[src/design/mclw_pkg.sv]
`default_nettype none

package mclw_pkg;

  // fixed field widths of the item and result channels
  localparam int FIELD_W   = 11;
  localparam int CHAN_ID_W = 4;

  // limit registers
  localparam int LIMIT_W    = 16;
  localparam int NUM_LIMITS = 6;
  localparam logic [LIMIT_W-1:0] LIMIT_RESET = 16'd100;

  // apb port
  localparam int ADDR_W = 5;
  localparam int DATA_W = 32;
  localparam int REG_INDEX_W = ADDR_W - 2;

  // item kinds
  localparam logic KIND_TICK = 1'b0;
  localparam logic KIND_FEED = 1'b1;

  typedef enum logic [REG_INDEX_W-1:0] {
    REG_LIMIT_REMOTE      = 3'd0,
    REG_LIMIT_CALIBRATION = 3'd1,
    REG_LIMIT_HOST_API    = 3'd2,
    REG_LIMIT_IMU         = 3'd3,
    REG_LIMIT_GYRO        = 3'd4,
    REG_LIMIT_MOTOR       = 3'd5
  } reg_index_t;

  typedef logic [NUM_LIMITS-1:0][LIMIT_W-1:0] limit_array_t;

  typedef struct packed {
    logic                 kind;
    logic [CHAN_ID_W-1:0] channel;
    logic [FIELD_W-1:0]   mask;
  } item_t;

  typedef struct packed {
    logic [FIELD_W-1:0] error_bits;
    logic               mask_all_set;
  } result_t;

endpackage

`default_nettype wire

[src/design/multi_channel_loss_watchdog_unit.sv]
// Multi-channel loss watchdog. Each channel keeps a silence counter; a tick
// transaction (kind 0) checks all channels at once, setting a channel's error
// bit when its counter is at or above its limit and otherwise clearing the bit
// and counting up (counters saturate). A feed transaction (kind 1) zeroes the
// counter of one channel; its error bit moves only on the next tick. Every
// transaction returns one result: the error vector after the step and whether
// all bits of the mask are set. Error bits reset to all ones, limits to 100.
// Channels 0 to 4 have their own limit registers, all further channels share
// limit_motor (APB byte address 4*i for register i). Rate: one transaction per
// clock while in_stall is low; the channel state is updated in the accepting
// cycle and the result lands in an output register backed by a one-entry skid
// register, so in_stall rises only when both hold results that the sink has
// not taken.
`default_nettype none

module multi_channel_loss_watchdog_unit
  import mclw_pkg::*;
#(
  parameter int CHANNELS    = 11,
  parameter int COUNT_WIDTH = 16
) (
  input  wire logic                 clk,
  input  wire logic                 rst,
  // input channel
  input  wire logic                 in_valid,
  output logic                      in_stall,
  input  wire logic                 kind,
  input  wire logic [CHAN_ID_W-1:0] channel,
  input  wire logic [FIELD_W-1:0]   mask,
  // result channel
  output logic                      out_valid,
  input  wire logic                 out_stall,
  output logic      [FIELD_W-1:0]   error_bits,
  output logic                      mask_all_set,
  // configuration port
  input  wire logic                 psel,
  input  wire logic                 penable,
  input  wire logic                 pwrite,
  input  wire logic [ADDR_W-1:0]    paddr,
  input  wire logic [DATA_W-1:0]    pwdata,
  output logic      [DATA_W-1:0]    prdata,
  output logic                      pready
);

  limit_array_t limits;
  item_t        item;
  result_t      step_result;
  result_t      out_result;
  logic         accept;
  logic         buf_full;

  // the stall is a register output, no path from out_stall to in_stall
  assign in_stall = buf_full;
  assign accept   = in_valid && !in_stall;

  assign item.kind    = kind;
  assign item.channel = channel;
  assign item.mask    = mask;

  mclw_cfg_regs u_cfg (
    .clk     (clk),
    .rst     (rst),
    .psel    (psel),
    .penable (penable),
    .pwrite  (pwrite),
    .paddr   (paddr),
    .pwdata  (pwdata),
    .prdata  (prdata),
    .pready  (pready),
    .limits  (limits)
  );

  // counters and lost flags, updated once per accepted transaction
  mclw_channel_bank #(
    .CHANNELS    (CHANNELS),
    .COUNT_WIDTH (COUNT_WIDTH)
  ) u_bank (
    .clk    (clk),
    .rst    (rst),
    .step   (accept),
    .item   (item),
    .limits (limits),
    .result (step_result)
  );

  // output register plus skid entry
  mclw_result_buffer u_buf (
    .clk       (clk),
    .rst       (rst),
    .load      (accept),
    .din       (step_result),
    .out_stall (out_stall),
    .out_valid (out_valid),
    .dout      (out_result),
    .full      (buf_full)
  );

  assign error_bits   = out_result.error_bits;
  assign mask_all_set = out_result.mask_all_set;

endmodule

`default_nettype wire

[src/design/mclw_cfg_regs.sv]
`default_nettype none

module mclw_cfg_regs
  import mclw_pkg::*;
(
  input  wire logic              clk,
  input  wire logic              rst,
  input  wire logic              psel,
  input  wire logic              penable,
  input  wire logic              pwrite,
  input  wire logic [ADDR_W-1:0] paddr,
  input  wire logic [DATA_W-1:0] pwdata,
  output logic      [DATA_W-1:0] prdata,
  output logic                   pready,
  output limit_array_t           limits
);

  logic                   wr_en;
  logic [REG_INDEX_W-1:0] reg_index;

  assign pready    = 1'b1;
  assign wr_en     = psel && penable && pwrite && pready;
  assign reg_index = paddr[ADDR_W-1:2];

  always_ff @(posedge clk) begin
    if (rst) begin
      for (int k = 0; k < NUM_LIMITS; k++) begin
        limits[k] <= LIMIT_RESET;
      end
    end else if (wr_en) begin
      case (reg_index)
        REG_LIMIT_REMOTE:      limits[REG_LIMIT_REMOTE]      <= pwdata[LIMIT_W-1:0];
        REG_LIMIT_CALIBRATION: limits[REG_LIMIT_CALIBRATION] <= pwdata[LIMIT_W-1:0];
        REG_LIMIT_HOST_API:    limits[REG_LIMIT_HOST_API]    <= pwdata[LIMIT_W-1:0];
        REG_LIMIT_IMU:         limits[REG_LIMIT_IMU]         <= pwdata[LIMIT_W-1:0];
        REG_LIMIT_GYRO:        limits[REG_LIMIT_GYRO]        <= pwdata[LIMIT_W-1:0];
        REG_LIMIT_MOTOR:       limits[REG_LIMIT_MOTOR]       <= pwdata[LIMIT_W-1:0];
        default: ;
      endcase
    end
  end

  always_comb begin
    case (reg_index)
      REG_LIMIT_REMOTE:      prdata = DATA_W'(limits[REG_LIMIT_REMOTE]);
      REG_LIMIT_CALIBRATION: prdata = DATA_W'(limits[REG_LIMIT_CALIBRATION]);
      REG_LIMIT_HOST_API:    prdata = DATA_W'(limits[REG_LIMIT_HOST_API]);
      REG_LIMIT_IMU:         prdata = DATA_W'(limits[REG_LIMIT_IMU]);
      REG_LIMIT_GYRO:        prdata = DATA_W'(limits[REG_LIMIT_GYRO]);
      REG_LIMIT_MOTOR:       prdata = DATA_W'(limits[REG_LIMIT_MOTOR]);
      default:               prdata = '0;
    endcase
  end

  a_motor_limit_write: assert property (@(posedge clk) disable iff (rst)
    wr_en && (reg_index == REG_LIMIT_MOTOR)
      |=> limits[REG_LIMIT_MOTOR] == $past(pwdata[LIMIT_W-1:0]))
    else $error("motor limit not taken from write data");

endmodule

`default_nettype wire

[src/design/mclw_channel_bank.sv]
`default_nettype none

module mclw_channel_bank
  import mclw_pkg::*;
#(
  parameter int CHANNELS    = 11,
  parameter int COUNT_WIDTH = 16
) (
  input  wire logic         clk,
  input  wire logic         rst,
  input  wire logic         step,
  input  wire item_t        item,
  input  wire limit_array_t limits,
  output result_t           result
);

  localparam int CMP_W = (COUNT_WIDTH > LIMIT_W) ? COUNT_WIDTH : LIMIT_W;
  localparam int PAD_W = CHANNELS + FIELD_W;

  logic [COUNT_WIDTH-1:0] count      [CHANNELS];
  logic [COUNT_WIDTH-1:0] count_next [CHANNELS];
  logic [CHANNELS-1:0]    lost;
  logic [CHANNELS-1:0]    lost_next;
  logic [PAD_W-1:0]       lost_pad;
  logic [PAD_W-1:0]       seen_pad;
  logic [FIELD_W-1:0]     seen;

  for (genvar i = 0; i < CHANNELS; i++) begin : g_chan
    // the motor channels share the last limit register
    localparam int LI = (i < NUM_LIMITS - 1) ? i : NUM_LIMITS - 1;

    logic expired;
    logic fed;

    assign expired = CMP_W'(count[i]) >= CMP_W'(limits[LI]);
    assign fed     = (item.kind == KIND_FEED) && (32'(item.channel) == i);

    always_comb begin
      count_next[i] = count[i];
      lost_next[i]  = lost[i];
      if (item.kind == KIND_TICK) begin
        if (expired) begin
          lost_next[i] = 1'b1;
        end else begin
          lost_next[i] = 1'b0;
          if (count[i] != '1) begin
            count_next[i] = count[i] + 1'b1;
          end
        end
      end else if (fed) begin
        count_next[i] = '0;
      end
    end

    always_ff @(posedge clk) begin
      if (rst) begin
        count[i] <= '0;
        lost[i]  <= 1'b1;
      end else if (step) begin
        count[i] <= count_next[i];
        lost[i]  <= lost_next[i];
      end
    end
  end

  // bits above the channel count read as zero, but count as set in the mask test
  assign lost_pad = {{FIELD_W{1'b0}}, lost_next};
  assign seen_pad = {{FIELD_W{1'b1}}, lost_next};
  assign seen     = seen_pad[FIELD_W-1:0];

  assign result.error_bits   = lost_pad[FIELD_W-1:0];
  assign result.mask_all_set = &(seen | ~item.mask);

  a_reset_lost: assert property (@(posedge clk)
    rst |=> lost == '1)
    else $error("lost flags not all set after reset");

  a_feed_keeps_lost: assert property (@(posedge clk) disable iff (rst)
    step && (item.kind == KIND_FEED) |=> $stable(lost))
    else $error("feed changed lost flags");

endmodule

`default_nettype wire

[src/design/mclw_result_buffer.sv]
`default_nettype none

module mclw_result_buffer
  import mclw_pkg::*;
(
  input  wire logic    clk,
  input  wire logic    rst,
  input  wire logic    load,
  input  wire result_t din,
  input  wire logic    out_stall,
  output logic         out_valid,
  output result_t      dout,
  output logic         full
);

  logic    skid_valid;
  result_t skid_data;

  assign full = skid_valid;

  always_ff @(posedge clk) begin
    if (rst) begin
      out_valid  <= 1'b0;
      skid_valid <= 1'b0;
    end else if (!out_valid || !out_stall) begin
      if (skid_valid) begin
        out_valid  <= 1'b1;
        dout       <= skid_data;
        skid_valid <= 1'b0;
      end else begin
        out_valid <= load;
        if (load) begin
          dout <= din;
        end
      end
    end else if (load) begin
      skid_valid <= 1'b1;
      skid_data  <= din;
    end
  end

  a_skid_behind_out: assert property (@(posedge clk) disable iff (rst)
    skid_valid |-> out_valid)
    else $error("skid entry held with empty output register");

  a_stalled_load_to_skid: assert property (@(posedge clk) disable iff (rst)
    load && out_valid && out_stall |=> skid_valid)
    else $error("transaction accepted under stall was not kept");

endmodule

`default_nettype wire

[config.mk]
export PLATFORM = sky130hd
export DESIGN_NAME = multi_channel_loss_watchdog_unit
export DESIGN_NICKNAME = d
export VERILOG_FILES = /design/src/design/mclw_pkg.sv /design/src/design/multi_channel_loss_watchdog_unit.sv /design/src/design/mclw_cfg_regs.sv /design/src/design/mclw_channel_bank.sv /design/src/design/mclw_result_buffer.sv
export SDC_FILE = /design/constraint.sdc
export NUM_CORES = 1
export LEC_CHECK = 0
export BUFFER_PORTS_ARGS = -buffer_cell sky130_fd_sc_hd__buf_4
export CAP_MARGIN = 10
export CORE_AREA = 3 3 221 223
export DETAILED_ROUTE_END_ITERATION = 8
export DIE_AREA = 0 0 224 226
export SYNTH_ARGS = -nofsm -noshare
export SYNTH_HDL_FRONTEND = slang
export SYNTH_SLANG_ARGS = --single-unit
[constraint.sdc]
create_clock -name clk -period 3.75 [get_ports clk]
set_clock_uncertainty 0.15 [all_clocks]
set_input_delay 0.5625 -clock clk [delete_from_list [all_inputs] [get_ports clk]]
set_output_delay 0.5625 -clock clk [all_outputs]
set_load 0.02 [all_outputs]
# Word-level counts from Yosys, hierarchy flattened
# Memory sizes are Yosys's and may differ from the RTL's.
# Cells that the tools add are included.
op_classes:
  add_sub_neg: 11
  multipliers: 0
  div: 0
  magnitude_cmp: 11
  n_eq_ne: 26
  n_shift: 0
  mux: 86
  bitwise_logic: 15
  reduce_logical: 31
ops:
  columns: ["cell", "n"]
  rows:
  - ["two-way mux 16 bit", 55]
  - ["adder 16 x 1 -> 16 bit, second input constant", 11]
  - ["greater-or-equal comparator 16 bit", 11]
  - ["inequality test 16 bit, second input constant", 11]
  - ["case mux 16 bit (6 select lines)", 1]
  - ["two-way mux 1 bit", 28]
  - ["two-way mux 12 bit", 2]
  - ["== test 4 x 3 -> 1 bit, second input constant", 4]
  - ["logical AND 1 bit", 14]
  - ["== test 4 bit, second input constant", 3]
  - ["AND reduction 2 bit", 6]
  - ["NOT 11 bit", 1]
  - ["bitwise OR 1 bit", 11]
  - ["bitwise OR 11 bit", 1]
  - ["AND reduction 11 bit", 1]
  - ["== test 4 x 2 -> 1 bit, second input constant", 2]
  - ["== test 3 x 2 -> 1 bit, second input constant", 2]
  - ["== test 3 bit, second input constant", 2]
  - ["AND reduction 3 bit", 2]
  - ["== test 4 x 1 -> 1 bit, second input constant", 1]
  - ["zero test 4 bit", 1]
  - ["== test 3 x 1 -> 1 bit, second input constant", 1]
  - ["zero test 1 bit", 3]
  - ["zero test 3 bit", 1]
  - ["4 further kinds", 5]
totals:
  reg_bits: 133
  latchBits: 0
  mem_bits_rw: 176
  rom_bits: 0
  inputBits: 60
  output_inout_bits: 47
  word_cells: 204
  memories: 1
memory_table:
  columns: ["name", "words", "word_bits", "read_ports", "rd_ports_with_merged_regs", "wr", "line_no", "text"]
  rows:
  - ["u_bank.count", 11, 16, 11, 0, 11, "mclw_channel_bank.sv:20", "logic [COUNT_WIDTH-1:0] count [CHANNELS];"]

# Longest topological paths before layout
# Gate-level depths: netlist of run 1.
# An unclocked memory read counts as a cell.
depth:
  word_depth: 8
  mapped_depth: 9
  mapped_depth_nobuf: 9

# Modules after synthesis
# A second synthesis of run 1 with hierarchy kept.
unflattened:
  hier_cells: 1931
  hier_area_um2: 19368.6
modules_own_cells:
  columns: ["mod", "n_inst", "cells_per_inst", "area_per_inst_um2", "seq_area_each_um2"]
  rows:
  - ["mclw_channel_bank", 1, 1433, 13703.1, 5505.3]
  - ["mclw_cfg_regs", 1, 452, 4660.7, 1921.8]
  - ["mclw_result_buffer", 1, 45, 991.0, 760.7]
  - ["multi_channel_loss_watchdog_unit", 1, 1, 13.8, 0.0]

# Worst setup path before layout of run 1
# Ideal clock, no wire load.
synth_timing:
  path_kind: "register -> register"
  from: "register u_cfg.limits[93] (netlist name)"
  to: "memory u_bank.count[10][0], in the netlist u_bank.count[2][32], enable pin"
  setup_time_ns: 0.394
  t_arrival_ns: 2.568
  t_required_ns: 3.206
  setup_slack_ns: 0.638
  stages_incl_launch_ff: 9
  n_path_buf: 0
  period_less_slack_ns: 3.112
  path_cell_list: "dfxtp_1 inv_1 ha_1 a211oi_1 o21ai_0 a221oi_1 a21bo_2 a31o_2 a21oi_1"
synth_lines:
  columns: ["element", "line_no"]
  rows:
  - ["end, declared", "mclw_channel_bank.sv:20"]

==> results.cfg, run 1 <==
[drt]
ant_nets = 0
vias = 15070
wl_um = 52430
routedWlPerCell_um = 19.38
dr.pass1.iters = 6
route.detailed.drc = 0
vias_per_cell = 5.568
drt_iter0_drc = 1212

[clocking]
post_cts_buffers = 0
cts_tree = done
ctsHoldBuffers = 0
htree_levels = 2
cts_buffers = 37
cts_resized = 0
clock_latency_ns = 0.56
clock_sinks = 309
clock_path_buffers = 3
cts_root_buf = clkbuf_16
path_clk_slew_ns = 0.06

[logic_synthesis]
synth_compound_area_share_pct = 12.55
syn_inst = 2005
synth_top_family_by_area = simple AND/OR/NAND/NOR gates
ys_seq_area_share_pct = 43.74
yosys_most_used_dff = edfxtp_1
synthAdderAreaFrac_pct = 12.50
synth.cell_area_sq_um = 18720
synthTopCellsByArea = edfxtp_1, ha_1, dfxtp_1, nand2_1, xor2_1
ys_ff_latch = 309
yosysTopAreaCell = edfxtp_1
synth_simple_gate_area_share_pct = 18.76
synth.area.mux_share_pct = 0.6551
yosysUniqueCellTypes = 72
synth_xor_area_share_pct = 6.738
synth.avg_cell_area_sq_um = 9.336
ys_warn_count = 0
synth.top_cell.area_share_pct = 32.09
synth_edf_count = 200
async_reset_ff_share_pct = 0

[global_routing]
grt_pass1_vias = 14620
grt-ovfl-total = 0
grt_max_degree = 98
antenna_found_initial = 0
grt_pass1_wl_um = 81340
grtUsageTotal_pct = 20.51

[die]
ios = 107
die_y_um = 226
fp.dieW_um = 224
rows = 79
start_util_pct = 40.04
dieArea_sq_um = 50620
core_sq_um = 46750

[layout]
antenna_cells = 0
syn_to_final_growth_pct = 12.84
drive_above_1_share_pct = 9.290
layout.nets = 2320
stdcell_area_sq_um = 21120
fill_cells = 4453

[sta]
max_slew_margin_pct = 26.86
drv_slew = 0
period_share_pct = 84.74
tns_ns = 0
setup_violations = 0
finalCriticalPeriod_ns = 3.178
rsz0062_at_grt = no
max_freq_ghz = 0.3147
setup_ws_ns = 0.5724
finalHoldViolations = 0
worst_slew_pin_slew_ns = 1.086

[placed_design]
port_buffers = 71
hpwl_um = 37660
gp_congestion = 0.8946
pre_cts_ws_ns = 0.5870
placed_cell_area_sq_um = 19930

[critical_path]
startpoint_type = flip-flop
cp_top_family = compound AO/OA/AOI/OAI gates
worst-path-max-fanout = 16
startpoint = u_cfg.limits[91]$_SDFFE_PP0P_
crit_type = reg2reg
critPathCaptureType = flip-flop
reg2regPathDepth = 8
worst-path-buf-inv = 1
worstPathArrival_ns = 3.23
slowest_stage = o221a_2
slowest_delay_ns = 0.50
r2r_setup_slack_ns = 0.57
critPathRequiredTime_ns = 3.80
crit_chain = inv_1 > ha_1 > and4_1 > a21o_1 > a211o_1 > a41o_1 > a31oi_1 > o221a_2
cp_num_cells = 8
crit_path_end = u_bank.count[2][5]$_SDFFCE_PN0P_
r2r_end = u_bank.count[2][5]$_SDFFCE_PN0P_
r2r-start = u_cfg.limits[91]$_SDFFE_PP0P_

[status]
status = finished, final reports clean

[min_path]
min-delay-start = rst
hold_path_class = in2reg

[run]
max_cap_violations = 0

[power_and_ir_drop]
leakage_nw = 8.030
pwr_density_cell_nw_per_um2 = 420.3
vdd_drop_max_mv = 0.2725
==> power by group <==
group	total [mW]	leakage, nW	switching [mW]	internal [mW]
registers	4.14	2.96	0.251	3.89
logic	1.16	4.47	0.687	0.469
clock network	3.59	0.591	1.46	2.13
total	8.88	8.03	2.40	6.48
==> how the worst min path moves through the flow <==
stage	to	slack (ns)	depth (start not counted)
global placement	u_cfg.limits[15]$_SDFFE_PP0P_	0.31	2
floorplan	u_bank.lost[6]$_SDFFE_PP1P_	0.30	1
CTS	u_buf.full$_SDFFE_PP0P_	0.07	2
global route	u_buf.full$_SDFFE_PP0P_	0.1	2
detailed placement	u_cfg.limits[63]$_SDFFE_PP0P_	0.32	2
finish	u_buf.full$_SDFFE_PP0P_	0.09	2
==> cells in the final DEF (no fill, tap or decap), drive strengths merged, types with 5 or more instances in the layout <==
| master | n |
|---|---|
| a211o | 22 |
| a211oi | 16 |
| a21o | 10 |
| a21oi | 147 |
| a22oi | 48 |
| a31oi | 9 |
| and2 | 13 |
| and3 | 48 |
| and4 | 24 |
| buf | 109 |
| clkbuf | 56 |
| clkinv | 6 |
| conb | 17 |
| dfxtp | 109 |
| edfxtp | 200 |
| ha | 187 |
| inv | 134 |
| mux2i | 10 |
| nand2 | 264 |
| nand2b | 17 |
| nand3 | 90 |
| nand4 | 42 |
| nor2 | 228 |
| nor3 | 11 |
| o21a | 7 |
| o21ai | 51 |
| o221a | 7 |
| o22ai | 5 |
| or3 | 10 |
| xnor2 | 36 |
| xor2 | 108 |
==> synthesized netlist by cell type, types with 3 or more instances <==
cell type,n
mux2i_1,10
and2_1,13
or3_1,10
buf_1,4
nor3b_2,3
nor2_2,3
edfxtp_1,200
a31oi_1,9
o21ai_0,51
dfxtp_1,109
and4_1,24
a211o_1,22
a2111oi_0,3
and3_1,48
a21o_1,8
clkbuf_1,62
xnor2_1,36
o21a_1,7
nor2_1,225
buf_2,11
o2111ai_1,3
o221a_2,6
ha_1,187
nand2b_1,17
xor2_1,108
nor3_1,10
nand3_1,90
buf_4,17
a21oi_1,147
a221oi_1,3
nor2b_1,3
nand2_1,264
o211ai_1,4
inv_1,131
o21bai_1,4
a211oi_1,15
o22ai_1,5
nand4_1,42
a22oi_1,48
==> registers in the layout, summed over array words and instances, names as in the netlist <==
signal / flops
u_bank.count: 176
u_bank.lost: 11
u_buf.dout: 12
u_buf.full: 1
u_buf.out_valid: 1
u_buf.skid_data: 12
u_cfg.limits: 96
==> metrics by stage <==
step / util [%] / hold WS (ns) / cells / power, mW
final: 45.18 / 0.08676 / 2706 / 8.878
after global routing: 45.18 / 0.09616 / 2706 / 9.260
after CTS: 45.18 / 0.06592 / 2706 / 8.944
after detailed placement: 42.62 / 0.3159 / 2641 / 5.351
after global placement: 42.62 / 0.3105 / 2641 / 5.298
after floorplan: - / 0.2961 / 2020 / 4.924
==> metal layers <==
metal / part of all wire (%) / up-vias / track usage (%)
li1: - / 7233 / -
met1: 46 / 7295 / 28.46
met2: 45 / 445 / 32.87
met3: 6.3 / 93 / 3.523
met4: 2.7 / 0 / 6.314
met5: 0 / - / 0
==> worst register-to-register path: cells and delay by family, from the launching register on <==
| family | cells | cell delay [ns] |
|---|---|---|
| AOI/OAI and AO/OA | 5 | 1.44 |
| DFF | 1 | 0.33 |
| buffers and inverters | 1 | 0.37 |
| adders and majority gates | 1 | 0.34 |
| and+or+nand+nor | 1 | 0.20 |
==> area by class of cell <==
| type | instances | area, sq um | share of cell area, % |
|---|---|---|---|
| flip-flops and latches | 309 | 8188 | 38.77 |
| repair buffers | 109 | 818.3 | 3.874 |
| multi-input cells | 1484 | 9664 | 45.76 |
| clock buffers | 56 | 1120 | 5.302 |
| inverters | 132 | 495.5 | 2.346 |
| clock inverters | 9 | 76.32 | 0.3614 |
| well taps | 607 | 759.5 | 3.596 |
==> cell families after synthesis <==
group | count (synthesis)
muxes | 12
other | 2
AOI/OAI and AO/OA | 362
DFF | 309
adders and majority gates | 187
and+or+nand+nor | 762
buffers and inverters | 227
xor gates and xnor gates | 144
No activity file was read; power rests on OpenSTA's default activity.
==> inputs of run 2 (changes only) <==
==> constraint.sdc (replaced) <==
create_clock -name clk -period 3.3 [get_ports clk]
set_clock_uncertainty 0.15 [all_clocks]
set_input_delay 0.495 -clock clk [delete_from_list [all_inputs] [get_ports clk]]
set_output_delay 0.495 -clock clk [all_outputs]
set_load 0.02 [all_outputs]
==> run 2 against run 1 <==
- global-route usage rose by 0.18 points
- die area did not move
- combinational power rose by 16%
- hold slack improved by 0.010 ns
- final cell count rose by 0.37%
- critical endpoint is now u_bank.count[1][24]$_SDFFCE_PN0P_
- highest routed layer unchanged
==> results.cfg, run 2 (synthesis gave the netlist of run 1 again) <==
[status]
status = finished, final reports clean

[global_routing]
grtUsageTotal_pct = 20.69
antenna_found_initial = 1
grt_max_degree = 97
grt_pass1_vias = 14410
grt_pass1_wl_um = 81560
grt-ovfl-total = 0

[layout]
largest_register = u_bank.count
final_cells = 2716
layout.nets = 2329
largest_reg_flops = 176
syn_to_final_growth_pct = 13.28
reg_top3 = u_bank.count (176), u_cfg.limits (96)
drive_above_1_share_pct = 9.583
mostFrequentLayoutCells = nand2_1, nor2_1, edfxtp_1
mostFrequentLayoutCell = nand2_1
fill_cells = 4460

[sta]
max_freq_ghz = 0.3233
setup_violations = 0
tns_ns = 0
drv_slew = 0
rsz0062_at_grt = no
finalHoldViolations = 0
worst_slew_pin_slew_ns = 1.063
period_share_pct = 93.74
finalCriticalPeriod_ns = 3.094
max_slew_margin_pct = 29.17
setup_ws_ns = 0.2065

[critical_path]
worstPathArrival_ns = 3.24
r2r_setup_slack_ns = 0.21
reg2regPathDepth = 9
crit_type = reg2reg
worst-path-max-fanout = 10
startpoint_type = flip-flop
critPathRequiredTime_ns = 3.45
critPathCaptureType = flip-flop

[clocking]
cts_tree = done
cts_buffers = 37
cts_root_buf = clkbuf_16
htree_levels = 2
clock_path_buffers = 3
clock_latency_ns = 0.56
clock_sinks = 309
path_clk_slew_ns = 0.06
post_cts_buffers = 0

[die]
dieArea_sq_um = 50620
core_sq_um = 46750
die_y_um = 226
start_util_pct = 40.04
ios = 107
rows = 79
fp.dieW_um = 224

[drt]
routedWlPerCell_um = 19.39
dr.pass1.iters = 6
vias_per_cell = 5.526
wl_um = 52660
drt_iter0_drc = 1230
vias = 15010
ant_nets = 0
route.detailed.drc = 0

[run]
max_cap_violations = 0

[placed_design]
hpwl_um = 37610
place_inst = 2649
gp_congestion = 0.9003
pre_cts_ws_ns = 0.2343
port_buffers = 71

[power_and_ir_drop]
pwr_density_cell_nw_per_um2 = 475.6
vdd_drop_max_mv = 0.3436
leakage_nw = 8.077

[min_path]
hold_path_class = in2reg
worstHoldPathCells = 3
[run 2: cell types whose count changed in the layout (fill, tap and decap cells not counted), moves of 2 or more]
cell / delta
buf_4: +5
buf_12: +3
clkbuf_16: +2
clkbuf_8: -8
clkinv_2: +4
[run 2: critical path, stage by stage, from the launching register on]
cell and delay (ns):
dfxtp_1 0.38, inv_1 0.27, ha_1 0.40, and3_1 0.17, o211ai_1 0.09, o31a_1 0.29, o41ai_4 0.50, a31oi_1 0.09
o221a_2 0.29, buf_4 0.19
[run 2: what timing repair did]
| action | 4_1_cts | 5_1_grt |
|---|---|---|
| resized for setup | 0 | 0 |
| hold buffers | 1 | 0 |
| hold endpoints to repair | 1 | 0 |
[run 2: routing by layer]
metal / up-vias / GRT usage (%) / share of wire (%)
met5: - / 0 / 0
met4: 0 / 7.573 / 3.3
met3: 106 / 4.797 / 7.4
met2: 449 / 32.66 / 45
met1: 7208 / 27.85 / 44
li1: 7246 / - / -
[run 2: cell type report]
class                      count  area, sq um  share of cell area (%)
clock buffer                  51         1064                   5.016
antenna                        1        2.502                 0.01180
inverter                     132        495.5                   2.337
timing repair buffer         118        925.9                   4.367
sequential                   309         8188                   38.61
tap                          607        759.5                   3.582
clock inverter                14        105.1                  0.4957
multi-input combinational   1484         9664                   45.58
[run 2: power breakdown]
group | switching (mW) | internal, mW
combinational | 0.794 | 0.559
clock | 1.69 | 2.34
sequential | 0.283 | 4.41
[run 2: final timing paths]
kind	end	from
setup / recovery	u_bank.count[1][24]$_SDFFCE_PN0P_	u_cfg.limits[86]$_SDFFE_PP1P_
hold / removal	u_buf.full$_SDFFE_PP0P_	in_valid
setup reg to reg	u_bank.count[1][24]$_SDFFCE_PN0P_	u_cfg.limits[86]$_SDFFE_PP1P_
hold reg to reg	u_cfg.limits[65]$_SDFFE_PP0P_	u_cfg.limits[65]$_SDFFE_PP0P_
[run 2: per-stage QoR]
stage / util, % / hold WS [ns] / cell area, sq um / power, mW
3_5_place_dp: 42.83 / 0.3130 / 20020 / 6.114
3_3_place_gp: 42.83 / 0.3098 / 20020 / 6.055
4_1_cts: 45.35 / 0.07141 / 21200 / 10.16
6_report: 45.35 / 0.09715 / 21200 / 10.09
5_1_grt: 45.35 / 0.09687 / 21200 / 10.53
2_1_floorplan: - / 0.2961 / 18770 / 5.596
==> inputs of run 3 (changes only) <==
--- a/config.mk
+++ b/config.mk
@@ -7,9 +7,11 @@
 export LEC_CHECK = 0
 export BUFFER_PORTS_ARGS = -buffer_cell sky130_fd_sc_hd__buf_4
 export CAP_MARGIN = 10
-export CORE_AREA = 3 3 221 223
+export CORE_AREA = 3 3 181 183
 export DETAILED_ROUTE_END_ITERATION = 8
-export DIE_AREA = 0 0 224 226
+export DIE_AREA = 0 0 184 186
+export PLACE_DENSITY = 0.78
+export SKIP_LAST_GASP = 1
 export SYNTH_ARGS = -nofsm -noshare
 export SYNTH_HDL_FRONTEND = slang
 export SYNTH_SLANG_ARGS = --single-unit
==> run 3 against run 2 <==
- clock power decreased by 2%
- combinational power hardly changed
- first-iteration DRC count grew 24%
- critical path depth unchanged
- worst setup slack got worse by 0.012 ns
- power down 0.88%
- register-to-register slack about the same
- critical path type unchanged
==> results.cfg, run 3 (synthesis gave the netlist of run 1 again) <==
[layout]
largest_register = u_bank.count
layout.nets = 2323
mostFrequentLayoutCell = nand2_1
mostFrequentLayoutCells = nand2_1, nor2_1, edfxtp_1
drive_above_1_share_pct = 9.605
reg_top3 = u_bank.count (176), u_cfg.limits (96)
syn_to_final_growth_pct = 11.88
fill_cells = 2414
largest_reg_flops = 176
antenna_cells = 0

[power_and_ir_drop]
seqPwrFrac_pct = 47.0
leakage_nw = 8.050
p_clk_share_pct = 39.4
comb_power_share_pct = 13.6
vdd_drop_max_mv = 0.4500
p_sw_mw = 2.735
p_int_mw = 7.261
p_sw_share_pct = 27.36
pwr_density_cell_nw_per_um2 = 477.3

[critical_path]
critPathCaptureType = flip-flop
reg2regPathDepth = 9
startpoint = u_cfg.limits[89]$_SDFFE_PP0P_
startpoint_type = flip-flop
crit_type = reg2reg
worstPathArrival_ns = 3.19
worst-path-max-fanout = 16
crit_path_end = u_bank.count[2][3]$_SDFFCE_PN0P_
critPathRequiredTime_ns = 3.39
r2r_setup_slack_ns = 0.19
r2r-start = u_cfg.limits[89]$_SDFFE_PP0P_
r2r_end = u_bank.count[2][3]$_SDFFCE_PN0P_

[drt]
wl_um = 49080
dr.pass1.iters = 7
vias_per_cell = 6.147
ant_nets = 0
route.detailed.drc = 0
drt_iter0_drc = 1527
vias = 15400
routedWlPerCell_um = 19.59

[global_routing]
grt_pass1_wl_um = 78230
grt_pass1_vias = 14780
grt-ovfl-total = 0
antenna_found_initial = 1
grt_max_degree = 97
grtUsageTotal_pct = 28.63

[die]
ios = 107
fp.dieW_um = 184
die_y_um = 186
core_sq_um = 31390
start_util_pct = 59.63
rows = 65
dieArea_sq_um = 34220

[placed_design]
pre_cts_ws_ns = 0.2347
port_buffers = 71
hpwl_um = 35320
gp_congestion = 0.9386

[clocking]
cts_buffers = 35
ctsHoldBuffers = 0
path_clk_slew_ns = 0.06
cts_tree = done
clock_latency_ns = 0.54
post_cts_buffers = 0
cts_root_buf = clkbuf_16
clock_sinks = 309
cts_resized = 0
htree_levels = 2
clock_path_buffers = 3

[sta]
max_slew_margin_pct = 30.76
setup_ws_ns = 0.1948
tns_ns = 0
max_freq_ghz = 0.3220
finalCriticalPeriod_ns = 3.105
rsz0062_at_grt = no
drv_slew = 0
setup_violations = 0
finalHoldViolations = 0
period_share_pct = 94.10
worst_slew_pin_slew_ns = 1.039

[status]
status = finished, final reports clean

[min_path]
hold_path_class = in2reg

[run]
max_cap_violations = 0
-- run 3: cell count changes in the layout (fill, tap and decap cells not counted), sizes merged --
cell	before	now
clkbuf	51	46
clkinvlp	0	4
diode	1	0
buf	117	114
dlygate4sd3	1	0
clkinv	10	9
bufinv	1	2
-- run 3: final cells by class --
class	instances	area [sq um]	area share (%)
Clock buffer	46	978.4	4.672
Timing Repair Buffer	114	918.4	4.386
Multi-Input combinational cell	1484	9664	46.15
Inverter	132	495.5	2.366
Clock inverter	18	193.9	0.9261
Sequential cell	309	8188	39.10
Tap cell	402	503.0	2.402
-- run 3: routing by layer --
metal | up-vias | GRT usage (%) | routed length [um]
met5 | - | 0 | 0
met4 | 0 | 9.555 | 1657
met3 | 122 | 5.062 | 4451
met2 | 704 | 46.63 | 22560
met1 | 7329 | 38.98 | 20410
li1 | 7242 | - | -
-- run 3: worst min path at each step --
stage / startpoint / end / slack [ns] / depth (start not counted)
final: rst / u_buf.out_valid$_SDFFE_PP0P_ / 0.08 / 2
after global routing: rst / u_buf.out_valid$_SDFFE_PP0P_ / 0.08 / 2
after CTS: rst / u_buf.out_valid$_SDFFE_PP0P_ / 0.06 / 2
after detailed placement: u_cfg.limits[9]$_SDFFE_PP0P_ / u_cfg.limits[9]$_SDFFE_PP0P_ / 0.31 / 2
after global placement: u_cfg.limits[9]$_SDFFE_PP0P_ / u_cfg.limits[9]$_SDFFE_PP0P_ / 0.31 / 2
after floorplan: u_bank.lost[6]$_SDFFE_PP1P_ / u_bank.lost[6]$_SDFFE_PP1P_ / 0.30 / 1
-- run 3: stage by stage --
step	total power, mW	hold slack [ns]	util (%)	instance area (sq um)	instances
3_5_place_dp	6.100	0.3137	62.97	19770	2441
6_report	9.996	0.07515	66.71	20940	2505
5_1_grt	10.38	0.07876	66.71	20940	2505
3_3_place_gp	6.017	0.3072	62.97	19770	2441
2_1_floorplan	5.596	0.2961	-	18770	2020
4_1_cts	10.02	0.06033	66.71	20940	2505
-- run 3: worst max-delay path: stages (launching register included) --
cell and delay, ns:
dfxtp_1 0.33, inv_1 0.29, ha_1 0.31, and3_1 0.20, o311a_1 0.34, a211o_1 0.28, a41o_1 0.28, a31oi_1 0.22
o221a_2 0.25, buf_12 0.15
-- run 3: power groups by stage --
stage	registers, mW	logic (mW)	clock network, mW
4_1_cts	4.69	1.35	3.98
3_3_place_gp	4.76	1.26	0
6_report	4.70	1.36	3.94
2_1_floorplan	4.70	0.895	0
3_5_place_dp	4.77	1.33	0
5_1_grt	4.73	1.51	4.14
